`src/rtl/core/smfd_pkg.sv`:
```
package smfd_pkg;

    localparam int unsigned FrameBytes = 18;
    localparam logic [7:0] CrcInit = 8'hFF;
    localparam logic [7:0] CrcPoly = 8'h31;

    localparam logic [15:0] Co2LowReset  = 16'd400;
    localparam logic [15:0] Co2HighReset = 16'd10000;

    localparam logic [1:0] RegCo2Low  = 2'd0;
    localparam logic [1:0] RegCo2High = 2'd1;

    // float constants
    localparam logic [31:0] FltTempLow  = 32'hC120_0000; // -10.0
    localparam logic [31:0] FltTempHigh = 32'h4270_0000; // 60.0
    localparam logic [31:0] FltHumHigh  = 32'h42C8_0000; // 100.0

    typedef struct packed {
        logic [31:0] co2_bits;
        logic [31:0] temp_bits;
        logic [31:0] hum_bits;
        logic        crc_ok;
    } frame_t;

    function automatic logic [7:0] crc_byte(input logic [7:0] crc, input logic [7:0] b);
        logic [7:0] c;
        c = crc ^ b;
        for (int i = 0; i < 8; i++) begin
            if (c[7]) begin
                c = {c[6:0], 1'b0} ^ CrcPoly;
            end else begin
                c = {c[6:0], 1'b0};
            end
        end
        return c;
    endfunction

    // a <= b, false on NaN
    function automatic logic flt_le(input logic [31:0] a, input logic [31:0] b);
        logic a_nan;
        logic b_nan;
        logic r;
        a_nan = (a[30:23] == 8'hFF) && (a[22:0] != 23'd0);
        b_nan = (b[30:23] == 8'hFF) && (b[22:0] != 23'd0);
        if (a_nan || b_nan) begin
            r = 1'b0;
        end else if ((a[30:0] == 31'd0) && (b[30:0] == 31'd0)) begin
            r = 1'b1;
        end else if (a[31] != b[31]) begin
            r = a[31];
        end else if (!a[31]) begin
            r = (a[30:0] <= b[30:0]);
        end else begin
            r = (a[30:0] >= b[30:0]);
        end
        return r;
    endfunction

endpackage

```
`src/rtl/core/smfd_check.sv`:
```
module smfd_check (
    input  logic                  aclk,
    input  logic                  aresetn,
    input  logic                  frame_valid,
    input  smfd_pkg::frame_t      frame,
    input  logic [15:0]           co2_low_limit,
    input  logic [15:0]           co2_high_limit,
    input  logic                  out_ready,
    output logic                  out_valid,
    output logic [87:0]           out_data,
    output logic                  can_take
);

    logic [15:0]  co2_int;
    logic         in_range;
    logic [7:0]   ex;
    logic [23:0]  man;
    logic [39:0]  shifted;
    logic         out_valid_reg;
    logic [87:0]  out_data_reg;

    always_comb begin
        ex = frame.co2_bits[30:23];
        man = {1'b1, frame.co2_bits[22:0]};
        shifted = {16'd0, man} << ex[3:0];
        if (frame.co2_bits[31] || (frame.co2_bits[30:0] == 31'd0) || ex < 8'd127) begin
            co2_int = 16'd0;
            if (!frame.co2_bits[31] && ex == 8'hFF && frame.co2_bits[22:0] == 23'd0) begin
                co2_int = 16'hFFFF;
            end
        end else if (ex >= 8'd143) begin
            co2_int = (ex == 8'hFF && frame.co2_bits[22:0] != 23'd0) ? 16'd0 : 16'hFFFF;
        end else begin
            // value = man * 2^(ex-127-23); ex-127 in 0..15
            shifted = {16'd0, man} << (ex - 8'd127);
            co2_int = shifted[38:23];
        end
        in_range = frame.crc_ok
            && (co2_int >= co2_low_limit) && (co2_int <= co2_high_limit)
            && smfd_pkg::flt_le(smfd_pkg::FltTempLow, frame.temp_bits)
            && smfd_pkg::flt_le(frame.temp_bits, smfd_pkg::FltTempHigh)
            && smfd_pkg::flt_le(32'd0, frame.hum_bits)
            && smfd_pkg::flt_le(frame.hum_bits, smfd_pkg::FltHumHigh);
    end

    assign can_take = !out_valid_reg || out_ready;

    always_ff @(posedge aclk) begin
        if (!aresetn) begin
            out_valid_reg <= 1'b0;
        end else if (can_take) begin
            out_valid_reg <= frame_valid;
        end
        if (can_take && frame_valid) begin
            out_data_reg <= {6'd0, in_range, frame.crc_ok, frame.hum_bits,
                             frame.temp_bits, co2_int};
        end
    end

    assign out_valid = out_valid_reg;
    assign out_data  = out_data_reg;

endmodule

```
`src/rtl/core/sensor_measurement_frame_decoder_top.sv`:
```
// Decodes 18-byte measurement frames, one byte per cycle unless stalled.
// Each two-byte word is checked by CRC-8 (poly 0x31, init 0xFF); a result
// word leaves in the cycle after the last byte, with CO2 as a saturated
// integer, raw temperature/humidity floats, CRC pass and in-range flags.
// s_axis_tready drops only while a finished result waits on m_axis_tready.
module sensor_measurement_frame_decoder_top (
    input  logic         aclk,
    input  logic         aresetn,
    input  logic         s_axis_tvalid,
    output logic         s_axis_tready,
    input  logic [7:0]   s_axis_tdata,  // rx_byte
    input  logic         s_axis_tuser,  // frame_start
    output logic         m_axis_tvalid,
    input  logic         m_axis_tready,
    // co2_ppm[15:0], temperature_bits[47:16], humidity_bits[79:48],
    // crc_ok[80], in_range[81]
    output logic [87:0]  m_axis_tdata,
    input  logic         cfg_wr_en,
    input  logic [1:0]   cfg_wr_index,
    input  logic [15:0]  cfg_wr_data
);

    logic [4:0]  pos_reg;
    logic [7:0]  crc_reg;
    logic        fail_reg;
    logic [31:0] co2_reg, temp_reg, hum_reg;
    logic [15:0] low_reg, high_reg;

    logic [4:0]  pos;
    logic [7:0]  crc_in;
    logic        fail_in;
    logic [1:0]  grp;
    logic [1:0]  word;
    logic [1:0]  lane;
    logic        last;
    logic        fire;
    logic [31:0] co2_next, temp_next, hum_next;
    logic        fail_next;
    logic [87:0] full;
    smfd_pkg::frame_t frame;

    assign fire = s_axis_tvalid && s_axis_tready;

    always_comb begin
        pos = s_axis_tuser ? 5'd0 : pos_reg;
        crc_in = s_axis_tuser ? smfd_pkg::CrcInit : crc_reg;
        fail_in = s_axis_tuser ? 1'b0 : fail_reg;
        grp = 2'd0;
        word = 2'd0;
        lane = 2'd0;
        case (pos)
            5'd0:  begin grp = 2'd0; word = 2'd0; lane = 2'd3; end
            5'd1:  begin grp = 2'd1; word = 2'd0; lane = 2'd2; end
            5'd2:  begin grp = 2'd2; word = 2'd0; end
            5'd3:  begin grp = 2'd0; word = 2'd0; lane = 2'd1; end
            5'd4:  begin grp = 2'd1; word = 2'd0; lane = 2'd0; end
            5'd5:  begin grp = 2'd2; word = 2'd0; end
            5'd6:  begin grp = 2'd0; word = 2'd1; lane = 2'd3; end
            5'd7:  begin grp = 2'd1; word = 2'd1; lane = 2'd2; end
            5'd8:  begin grp = 2'd2; word = 2'd1; end
            5'd9:  begin grp = 2'd0; word = 2'd1; lane = 2'd1; end
            5'd10: begin grp = 2'd1; word = 2'd1; lane = 2'd0; end
            5'd11: begin grp = 2'd2; word = 2'd1; end
            5'd12: begin grp = 2'd0; word = 2'd2; lane = 2'd3; end
            5'd13: begin grp = 2'd1; word = 2'd2; lane = 2'd2; end
            5'd14: begin grp = 2'd2; word = 2'd2; end
            5'd15: begin grp = 2'd0; word = 2'd2; lane = 2'd1; end
            5'd16: begin grp = 2'd1; word = 2'd2; lane = 2'd0; end
            5'd17: begin grp = 2'd2; word = 2'd2; end
            default: begin grp = 2'd0; word = 2'd0; lane = 2'd3; end
        endcase
        last = (pos == 5'(smfd_pkg::FrameBytes - 1));
        co2_next = co2_reg;
        temp_next = temp_reg;
        hum_next = hum_reg;
        fail_next = fail_in;
        if (grp == 2'd2) begin
            if (crc_in != s_axis_tdata) begin
                fail_next = 1'b1;
            end
        end else begin
            case (word)
                2'd0: co2_next[lane*8 +: 8] = s_axis_tdata;
                2'd1: temp_next[lane*8 +: 8] = s_axis_tdata;
                default: hum_next[lane*8 +: 8] = s_axis_tdata;
            endcase
        end
        frame.co2_bits = co2_next;
        frame.temp_bits = temp_next;
        frame.hum_bits = hum_next;
        frame.crc_ok = !fail_next;
    end

    always_ff @(posedge aclk) begin
        if (!aresetn) begin
            pos_reg <= 5'd0;
            crc_reg <= smfd_pkg::CrcInit;
            fail_reg <= 1'b0;
            co2_reg <= 32'd0;
            temp_reg <= 32'd0;
            hum_reg <= 32'd0;
            low_reg <= smfd_pkg::Co2LowReset;
            high_reg <= smfd_pkg::Co2HighReset;
        end else begin
            if (cfg_wr_en && cfg_wr_index == smfd_pkg::RegCo2Low) begin
                low_reg <= cfg_wr_data;
            end
            if (cfg_wr_en && cfg_wr_index == smfd_pkg::RegCo2High) begin
                high_reg <= cfg_wr_data;
            end
            if (fire) begin
                co2_reg <= co2_next;
                temp_reg <= temp_next;
                hum_reg <= hum_next;
                if (last) begin
                    pos_reg <= 5'd0;
                    crc_reg <= smfd_pkg::CrcInit;
                    fail_reg <= 1'b0;
                end else begin
                    pos_reg <= pos + 5'd1;
                    crc_reg <= (grp == 2'd2) ? smfd_pkg::CrcInit
                                             : smfd_pkg::crc_byte(crc_in, s_axis_tdata);
                    fail_reg <= fail_next;
                end
            end
        end
    end

    smfd_check u_check (
        .aclk          (aclk),
        .aresetn       (aresetn),
        .frame_valid   (fire && last),
        .frame         (frame),
        .co2_low_limit (low_reg),
        .co2_high_limit(high_reg),
        .out_ready     (m_axis_tready),
        .out_valid     (m_axis_tvalid),
        .out_data      (full),
        .can_take      (s_axis_tready)
    );

    assign m_axis_tdata = full;

endmodule

```
`config.mk`:
```
export PLATFORM = sky130hd
export DESIGN_NAME = sensor_measurement_frame_decoder_top
export DESIGN_NICKNAME = d
export VERILOG_FILES = /design/src/rtl/core/smfd_pkg.sv /design/src/rtl/core/smfd_check.sv /design/src/rtl/core/sensor_measurement_frame_decoder_top.sv
export SDC_FILE = /design/constraint.sdc
export NUM_CORES = 1
export LEC_CHECK = 0
export BUFFER_PORTS_ARGS = -buffer_cell sky130_fd_sc_hd__buf_2
export CAP_MARGIN = 20
export CORE_MARGIN = 4
export CORE_UTILIZATION = 55
export DETAILED_ROUTE_END_ITERATION = 10
export PLACE_DENSITY = 0.78
export SYNTH_ARGS = -nofsm -noshare
export SYNTH_HDL_FRONTEND = slang
export SYNTH_SLANG_ARGS = --single-unit
```
`constraint.sdc`:
```
create_clock -name aclk -period 23.5 [get_ports aclk]
set_clock_uncertainty 0.1 [all_clocks]
set_input_delay 4.7 -clock aclk [delete_from_list [all_inputs] [get_ports aclk]]
set_output_delay 4.7 -clock aclk [all_outputs]
set_load 0.01 [all_outputs]
```
## Word level (Yosys, flattened, before mapping)

Index checks and enable logic that the tools add are counted.

| storage, ports and cells | value |
|---|---|
| register bits after elaboration | 225 |
| input bits | 32 |
| output and inout bits | 90 |
| logic and storage cells | 158 |

| cells by class | value |
|---|---|
| $add $sub $neg | 3 |
| order comparisons | 8 |
| equal/unequal tests | 24 |
| shift operators | 3 |
| mux-type cells | 63 |
| bitwise operators | 9 |
| reduce and logical (&&, ||, !) cells | 38 |

Operator list:

| operator | count |
|---|---|
| 32-bit two-way mux | 6 |
| 8-bit two-way mux | 24 |
| 32-bit bitwise mux | 3 |
| 23-bit nonzero test | 3 |
| 16-bit two-way mux | 4 |
| 31-bit less-or-equal comparator, second input constant | 2 |
| 31-bit zero test | 2 |
| 6-bit two-way mux | 8 |
| 5-bit by 4-bit equality test with 1-bit output, second input constant | 8 |
| 24-bit by 8-bit left shift with 39-bit output | 1 |
| 5-bit negator with 34-bit output | 1 |
| 8-bit by 34-bit variable shift with 32-bit output, first input constant | 1 |
| 8-bit by 34-bit indexed part select with 32-bit output | 1 |
| 31-bit greater-or-equal comparator, first input constant | 1 |
| 1-bit by 31-bit less-or-equal comparator with 1-bit output, first input constant | 1 |
| 8-bit equality test, second input constant | 3 |
| 3-bit NOT | 8 |
| 6-bit OR reduction | 4 |
| 23-bit zero test | 1 |
| 5-bit by 3-bit equality test with 1-bit output, second input constant | 4 |
| 16-bit greater-or-equal comparator | 1 |
| 16-bit less-or-equal comparator | 1 |
| 1-bit logical AND | 16 |
| 1-bit two-way mux | 13 |
| 20 further kinds | 31 |

## Depth between registers and ports, before layout

Gate-level depths: netlist (run 1).

| logic depth | value |
|---|---|
| word-level depth | 41 |
| mapped depth | 41 |
| depth with buffers taken out | 34 |

## Cells and area by module

Synthesis (run 1) repeated with hierarchy kept, for this count alone.

| unflattened totals | value |
|---|---|
| cells, all modules | 1,247 |
| area total of the unflattened synthesis | 12,366.9 µm² |

Modules (own cells, without submodules):

| module | times used | cells each | area an instance (µm²) | seq. area each (µm²) |
|---|---|---|---|---|
| sensor_measurement_frame_decoder_top | 1 | 766 | 7,020.5 | 2,842.7 |
| smfd_check | 1 | 481 | 5,346.4 | 2,482.4 |

## Worst setup path after synthesis (run 1)

Ideal clock, no wire load.

| timing path | value |
|---|---|
| path type | input port to flip-flop |
| start point | input port s_axis_tuser |
| end point | register u_check.out_data_reg[81] (netlist: u_check.out_data[81]), data pin |
| setup time | 0.259 ns |
| arrival | 12.517 ns |
| data required time | 23.141 ns |
| path slack | 10.625 ns |
| cell stages on the path | 40 |
| buffers on the path | 9 |
| path through | buf_4 buf_4 buf_1 inv_1 nand2_1 inv_1 ha_1 buf_2 and4_1 ha_1 a221o_1 nor2_1 clkbuf_1 a41oi_1 ha_1 nor2b_1 and2_1 mux2i_2 [4 not listed] clkbuf_1 inv_1 clkbuf_1 mux2_2 o21ai_0 mux2i_1 o31a_1 ha_1 nand2b_1 a21o_1 a21o_1 a21o_1 a21o_1 a21oi_1 o21ai_0 a211oi_1 o31a_1 nor4_1 |

| on the way | value |
|---|---|
| longest elaborated chain between the ends | 21 |
| elaborated cells on any way between the ends | 96 |
| classes of those cells | 2 x add/sub; 8 x order compare; 23 x eq/ne; 3 x shift; 30 x mux; 30 x reduce/logical |

Ends and longest elaborated chain:

| element | RTL line | text |
|---|---|---|
| start, declared | sensor_measurement_frame_decoder_top.sv:12 | `input logic s_axis_tuser,` |
| 5-bit two-way mux (*) | sensor_measurement_frame_decoder_top.sv:45 | `pos = s_axis_tuser ? 5'd0 : pos_reg;` |
| 5-bit equality test (tied with other cells) | sensor_measurement_frame_decoder_top.sv:51 | `case (pos)` |
| 9-bit OR reduction (no line) or 3-bit OR reduction (tied branches) | n/a |  |
| 2-bit one-hot mux with 3 select lines | sensor_measurement_frame_decoder_top.sv:51 |  |
| 5-bit negator with 34-bit output | sensor_measurement_frame_decoder_top.sv:83 | `2'd0: co2_next[lane*8 +: 8] = s_axis_tdata;` |
| 8-bit by 34-bit indexed part select with 32-bit output or 8-bit by 34-bit variable shift with 32-bit output (tied branches) | sensor_measurement_frame_decoder_top.sv:83 |  |
| 32-bit bitwise mux | sensor_measurement_frame_decoder_top.sv:83 |  |
| 32-bit two-way mux | sensor_measurement_frame_decoder_top.sv:82 | `case (word)` |
| [1 not listed] | n/a |  |
| net co2_next[23] | sensor_measurement_frame_decoder_top.sv:37 | `logic [31:0] co2_next, temp_next, hum_next;` |
| [5 not listed] | n/a |  |
| 16-bit greater-or-equal comparator | smfd_check.sv:39 | `&& (co2_int >= co2_low_limit) && (co2_int <= co2_high_limit)` |
| 1-bit logical AND | smfd_check.sv:39 |  |
| 1-bit logical AND (*) | smfd_check.sv:39 |  |
| 1-bit logical AND (*) | smfd_check.sv:40 | `&& smfd_pkg::flt_le(smfd_pkg::FltTempLow, frame.temp_bits)` |
| 1-bit logical AND (*) | smfd_check.sv:41 | `&& smfd_pkg::flt_le(frame.temp_bits, smfd_pkg::FltTempHigh)` |
| 1-bit logical AND (*) | smfd_check.sv:42 | `&& smfd_pkg::flt_le(32'd0, frame.hum_bits)` |
| 1-bit logical AND (*) | smfd_check.sv:43 | `&& smfd_pkg::flt_le(frame.hum_bits, smfd_pkg::FltHumHigh);` |
| net u_check.in_range | smfd_check.sv:15 | `logic in_range;` |
| end signal, assigned | smfd_check.sv:55 | `out_data_reg <= {6'd0, in_range, frame.crc_ok, frame.hum_bits,` |
| end, declared | smfd_check.sv:20 | `logic [87:0] out_data_reg;` |

Mark *: on every way through the listed nets, which the timed path passes.
A chain may end at the register's enable or synchronous reset.

## Final worst setup path (run 1)

| timing path | value |
|---|---|
| start point | input port s_axis_tuser |
| end point | register u_check.out_data_reg[81] (netlist: u_check.out_data[81]), data pin |

| on the way | value |
|---|---|
| longest elaborated chain between the ends | 21 |
| elaborated cells on any way between the ends | 96 |
| classes of those cells | 2 x add/sub; 8 x order compare; 23 x eq/ne; 3 x shift; 30 x mux; 30 x reduce/logical |

Ends and longest elaborated chain:

| element | RTL line | text |
|---|---|---|
| 5-bit two-way mux (*) | sensor_measurement_frame_decoder_top.sv:45 |  |
| 5-bit equality test (tied with other cells) | sensor_measurement_frame_decoder_top.sv:51 |  |
| 9-bit OR reduction (no line) or 3-bit OR reduction (tied branches) | n/a |  |
| 2-bit one-hot mux with 3 select lines | sensor_measurement_frame_decoder_top.sv:51 |  |
| 5-bit negator with 34-bit output | sensor_measurement_frame_decoder_top.sv:83 |  |
| 8-bit by 34-bit indexed part select with 32-bit output or 8-bit by 34-bit variable shift with 32-bit output (tied branches) | sensor_measurement_frame_decoder_top.sv:83 |  |
| 32-bit bitwise mux | sensor_measurement_frame_decoder_top.sv:83 |  |
| 32-bit two-way mux | sensor_measurement_frame_decoder_top.sv:82 |  |
| [6 not listed] | n/a |  |
| net u_check.co2_int[1] | smfd_check.sv:14 | `logic [15:0] co2_int;` |
| 16-bit greater-or-equal comparator | smfd_check.sv:39 |  |
| 1-bit logical AND | smfd_check.sv:39 |  |
| 1-bit logical AND (*) | smfd_check.sv:39 |  |
| 1-bit logical AND (*) | smfd_check.sv:40 |  |
| 1-bit logical AND (*) | smfd_check.sv:41 |  |
| 1-bit logical AND (*) | smfd_check.sv:42 |  |
| 1-bit logical AND (*) | smfd_check.sv:43 |  |
| net u_check.in_range | smfd_check.sv:15 |  |

Marks and branches as above.

==> impl_metrics.tcl, run 1 <==
set metrics [dict create \
    hold_violations 0 \
    synthCells 1567 \
    syn_to_final_growth_pct 10.4 \
    r2r_setup_slack_ns 14.17 \
    coreArea_sq_um 23700 \
    grt_max_degree 74 \
    antenna_cells 0 \
    finalInstanceArea_sq_um 14800 \
    numCtsBuffers 24 \
    io_buffers 115 \
    min_period_ns 13.99 \
    worst-path-buf-inv 6 \
    grt_pass1_vias 11158 \
    path_max_fanout 28 \
    ir_drop_uv 54.9 \
    setup_violations 0 \
    max_slew.worst_pin.slew_ns 1.07 \
    largest_reg_flops 82 \
    min_path_type "reg -> reg" \
    h-tree-depth 1 \
    rows 56 \
    gp_congestion 1.00 \
    yosysSeqAreaShare_pct 39.7 \
    slew_headroom_pct 28.5 \
    gr-total-overflow 0 \
    worst_setup_path_start_kind "input port" \
    rsz0062_at_grt "no" \
    die_area_sq_um 26900 \
    finalWirelength_mm 38.3 \
    cts_buffer_depth 3 \
    synth.distinct_cells 99 \
    viasPerCell 6.17 \
    fin_crit_sh_pct 59.5 \
    boundaryPins 122 \
    final_antenna_net_count 0 \
    synth.cell_area_sq_um 13400 \
    vias 12070 \
    synthArstFlopShare_pct 0 \
    cts_root_buf "clkbuf_16" \
    crit_family "compound AO/OA/AOI/OAI gates" \
    criticalPathCategory "in -> reg" \
    clkSlewWorstSetupHoldPaths_ns 0.06 \
    fp.dieH_microns 164 \
    p_per_area_nw_per_um2 68.1 \
    wl_per_cell_microns 19.6 \
    drc 0 \
    critPathSlowestCell "nor2_1" \
    dr.pass1.iters 5 \
    cts_resized 0 \
    drtIter0Drc 1477 \
    clkSinkCount 225 \
    initial_utilization_pct 56.6 \
    leakage_nw 5.71 \
    post-route-util_pct 62.5 \
    fin_nets 1692 \
    fmax_mhz 71.5 \
    clkLatencyLatePin_ns 0.53 \
    status "finished, final reports clean" \
    grt_usage_pct 28.0 \
    die_w_microns 164 \
    synth_flop_cell "dfxtp_1" \
    crit_path_end_kind "flip-flop" \
    avgSynthCellArea_sq_um 8.55 \
    synth_edf_count 82 \
    cts_tree "yes" \
    ys_warn_count 0 \
    crit_path_frequent_cell "ha_1" \
    drive_above_1_share_pct 15.0 \
    setup_tns_ns 0 \
    hpwl_mm 27.4 \
    ctsHoldBuffers 0 \
    grt_pass1_wl_mm 60.8 \
    placed_cell_area_sq_um 14000 \
    grt_antenna_before_repair 0 \
    drv_cap 0 \
    postCtsSetupBuffers 0 \
    final-max-slew-violation-count 0 \
    required_ns 23.75 \
    ys_ff_latch 225 \
    slowest_delay_ns 0.67 \
    cp_data_arrival_time_ns 14.23 \
]
==> per-layer routing <==
metal | global-route usage, % | vias to the layer above | share of wire [%]
met5 | 0 | - | 0
met4 | 8.23 | 0 | 3.2
met2 | 44.9 | 559 | 46
met3 | 4.09 | 84 | 8.6
li1 | - | 5734 | -
met1 | 39.5 | 5693 | 42
==> worst min-delay path: stages (launching register included) <==
cell,delay [ns]
dfxtp_1,0.31
nand2_1,0.05
a21oi_1,0.05
==> cell usage after synthesis (8+ instances only) <==
| library cell | instances | share of area (%) |
|---|---|---|
| edfxtp_1 | 82 | 18 |
| nor3_1 | 47 | 1.8 |
| nand3_1 | 30 | 1.1 |
| buf_1 | 8 | 0.22 |
| xnor2_1 | 19 | 1.2 |
| xor2_1 | 8 | 0.52 |
| o22ai_1 | 9 | 0.42 |
| inv_1 | 66 | 1.8 |
| nor2_1 | 160 | 4.5 |
| buf_4 | 12 | 0.67 |
| a21oi_1 | 125 | 4.7 |
| a32oi_1 | 11 | 0.72 |
| nand4_1 | 27 | 1.3 |
| buf_2 | 14 | 0.52 |
| a31oi_1 | 15 | 0.70 |
| nor4_1 | 16 | 0.75 |
| ha_1 | 42 | 3.9 |
| and2_1 | 26 | 1.2 |
| a22oi_1 | 8 | 0.45 |
| a211oi_1 | 36 | 2.0 |
| or3_1 | 9 | 0.42 |
| a21o_1 | 12 | 0.67 |
| and3_1 | 15 | 0.70 |
| mux2i_1 | 64 | 4.8 |
| dfxtp_1 | 143 | 21 |
| o21ai_0 | 59 | 2.2 |
| nand2_1 | 235 | 6.6 |
| o211ai_1 | 18 | 1.0 |
| clkbuf_1 | 72 | 2.0 |
| nand2b_1 | 8 | 0.37 |
| mux2_2 | 31 | 2.6 |
==> per-stage QoR <==
stage / hold slack, ns / total power [mW] / instances / setup WS (ns)
floorplan: 0.336 / 0.584 / 1572 / 10.62
global placement: 0.344 / 0.628 / 1910 / 9.68
detailed placement: 0.346 / 0.631 / 1910 / 9.25
CTS: 0.355 / 1.01 / 1954 / 9.73
global route: 0.378 / 1.05 / 1955 / 8.71
finish: 0.354 / 1.01 / 1955 / 9.51
==> layout make-up <==
cell class                      instances  area [sq um]
Clock buffer                           29           629
Clock inverter                         15           150
Fill cell                            2075          8890
Inverter                               68           258
Multi-Input combinational cell       1167          7330
Sequential cell                       225          5330
Tap cell                              319           399
Timing Repair Buffer                  132           703
==> cell families (layout without fill, tap and decap cells) <==
group / after synthesis / after routing / synth area share [%]
AND/OR/NAND/NOR: 616 / 616 / 21.4
AO/OA/AOI/OAI: 374 / 374 / 18.8
flip-flops: 225 / 225 / 39.7
buffers and inverters: 180 / 244 / 5.85
multiplexers: 101 / 101 / 8.33
adder cells (fa/ha/maj): 42 / 42 / 3.92
XOR/XNOR: 28 / 28 / 1.89
other: 1 / 6 / 0.0280
==> worst paths after layout <==
check	from	to	cells after the start
setup / recovery	s_axis_tuser	u_check.out_data[81]$_DFFE_PP_	35
hold / removal	low_reg[14]$_SDFFE_PN0P_	low_reg[14]$_SDFFE_PN0P_	2
setup reg to reg	pos_reg[0]$_SDFFE_PN0P_	u_check.out_data[81]$_DFFE_PP_	33
hold reg to reg	low_reg[14]$_SDFFE_PN0P_	low_reg[14]$_SDFFE_PN0P_	2
==> placed cells by master (no fill, tap or decap), types with 12 or more instances in the layout <==
master,instances
a211oi_1,36
a21o_1,12
a21oi_1,125
a31oi_1,15
and2_1,25
and3_1,15
buf_2,115
buf_4,17
clkbuf_16,24
dfxtp_1,143
edfxtp_1,82
ha_1,42
inv_1,65
mux2_2,31
mux2i_1,64
nand2_1,234
nand3_1,30
nand4_1,27
nor2_1,160
nor3_1,47
nor4_1,16
o211ai_1,18
o21ai_0,59
xnor2_1,19
==> power breakdown <==
group,internal (mW),switching [mW],total [mW]
Clock,0.215,0.163,0.379
Combinational,0.0724,0.131,0.203
Sequential,0.416,0.00867,0.425
Total,0.704,0.303,1.01
(Power assumes the default switching activity.)
==> run 2: changes to the inputs <==
Clock period 23.5 ns to 14 ns, I/O delays scaled along.
==> impl_metrics.tcl, run 2 (synthesized netlist as in run 1, its figures left out) <==
set metrics [dict create \
    drtIter0Drc 1554 \
    combPwrFrac_pct 20.2 \
    p_clk_share_pct 38.0 \
    leakage_nw 5.73 \
    grt_max_degree 73 \
    wl_met3_mm 3.47 \
    final-max-slew-violation-count 0 \
    hold_depth 2 \
    die_area_sq_um 26900 \
    grt_antenna_before_repair 0 \
    final_common_cell "nand2_1" \
    regToRegStartpoint "pos_reg[0]$_SDFFE_PN0P_" \
    setup_ws_ns 1.78 \
    coreArea_sq_um 23700 \
    antenna_cells 0 \
    hold_violations 0 \
    slew_headroom_pct 30.4 \
    required_ns 14.25 \
    ctsHoldBuffers 0 \
    criticalPathCategory "in -> reg" \
    swShare_pct 29.8 \
    drv_cap 0 \
    gp_congestion 0.990 \
    wl_met2_mm 17.7 \
    grt_pass1_wl_mm 60.9 \
    rsz0062_at_grt "no" \
    grt_usage_pct 28.3 \
    die_w_microns 164 \
    seq_area_sq_um 5330 \
    cts_tree "yes" \
    cts_resized 0 \
    syn_to_final_growth_pct 10.7 \
    max_slew.worst_pin.slew_ns 1.04 \
    boundaryPins 122 \
    setup_tns_ns 0 \
    drive_above_1_share_pct 15.0 \
    drc 0 \
    h-tree-depth 1 \
    cts_buffer_depth 3 \
    gr-total-overflow 0 \
    startpoint "s_axis_tuser" \
    grt_pass1_vias 11231 \
    clkSinkCount 225 \
    crit_path_end_kind "flip-flop" \
    ir_drop_uv 90.3 \
    clkSlewWorstSetupHoldPaths_ns 0.06 \
    wl_per_cell_microns 20.1 \
    fillers 2083 \
    viasPerCell 6.26 \
    postCtsSetupBuffers 0 \
    finalWirelength_mm 39.3 \
    fmax_mhz 81.8 \
    fin_crit_sh_pct 87.3 \
    p_int_mw 1.20 \
    pwr-share-seq_pct 41.9 \
    wl_met1_mm 16.6 \
    cp_data_arrival_time_ns 12.47 \
    post-route-util_pct 62.6 \
    crit_path_frequent_cell "ha_1" \
    numCtsBuffers 25 \
    setup_violations 0 \
    final_antenna_net_count 0 \
    top_layer_used "met4" \
    fp.dieH_microns 164 \
    vias 12249 \
    rr_endpoint "u_check.out_data[81]$_DFFE_PP_" \
    slowest_delay_ns 0.78 \
    fin_nets 1694 \
    rows 56 \
    clkLatencyLatePin_ns 0.53 \
    critPathSlowestCell "mux2i_2" \
    r2r_setup_slack_ns 4.49 \
    place_ws_ns 1.54 \
    p_per_area_nw_per_um2 115 \
    dr.pass1.iters 6 \
    min_period_ns 12.22 \
    cp-endpoint "u_check.out_data[81]$_DFFE_PP_" \
    cts_root_buf "clkbuf_16" \
    initial_utilization_pct 56.6 \
    switching_power_mw 0.508 \
    min_path_type "reg -> reg" \
    multi_input_area_sq_um 7330 \
    status "finished, final reports clean" \
    worst_setup_path_start_kind "input port" \
    hpwl_mm 27.8 \
    path_max_fanout 28 \
    rr_worst_depth 35 \
    largest_reg_flops 82 \
    io_buffers 115 \
    final_cell_mix "nand2_1, nor2_1, dfxtp_1, a21oi_1, buf_2" \
]
[run 2: how the worst min path moves through the flow]
stage                                   start                   endpoint  slack, ns
finish                low_reg[6]$_SDFFE_PN0P_    low_reg[6]$_SDFFE_PN0P_       0.36
global route         high_reg[5]$_SDFFE_PN0P_   high_reg[5]$_SDFFE_PN0P_       0.38
CTS                   low_reg[6]$_SDFFE_PN0P_    low_reg[6]$_SDFFE_PN0P_       0.36
detailed placement   low_reg[11]$_SDFFE_PN0P_   low_reg[11]$_SDFFE_PN0P_       0.35
global placement     hum_reg[18]$_SDFFE_PN0P_   hum_reg[18]$_SDFFE_PN0P_       0.34
floorplan           high_reg[11]$_SDFFE_PN0P_  high_reg[11]$_SDFFE_PN0P_       0.34
[run 2: layer usage]
layer,up-vias,track usage [%]
met4,0,9.84
met5,-,0
met2,635,44.8
met1,5756,39.9
met3,110,3.84
li1,5748,-
[run 2: through the flow]
| step | std cells | hold WS, ns | cell area [sq um] | total power, mW |
|---|---|---|---|---|
| 3_5_place_dp | 1911 | 0.347 | 14000 | 1.06 |
| 3_3_place_gp | 1910 | 0.344 | 14000 | 1.05 |
| 5_1_grt | 1957 | 0.381 | 14800 | 1.77 |
| 2_1_floorplan | 1572 | 0.336 | 13400 | 0.980 |
| 6_report | 1957 | 0.355 | 14800 | 1.70 |
| 4_1_cts | 1956 | 0.357 | 14800 | 1.70 |
[run 2: critical path: cells and delay by family]
family                     cells  cell delay, ns
AOI/OAI and AO/OA             12            2.71
and+or+nand+nor               10            2.24
buffers and inverters          8            1.96
adders and majority gates      5            1.62
muxes                          2            1.11
[run 2: power by group through the flow]
stage | Combinational [mW] | Clock, mW | Sequential, mW
6_report | 0.344 | 0.647 | 0.714
5_1_grt | 0.374 | 0.684 | 0.716
4_1_cts | 0.336 | 0.653 | 0.713
3_5_place_dp | 0.333 | 0 | 0.727
3_3_place_gp | 0.328 | 0 | 0.726
2_1_floorplan | 0.258 | 0 | 0.723
[run 2: area by class of cell]
class                      count  area share (%)
multi-input combinational   1167            49.4
clock inverter                 9           0.574
inverter                      68            1.74
sequential                   225            35.9
clock buffer                  36            4.84
timing repair buffer         133            4.82
tap                          319            2.69
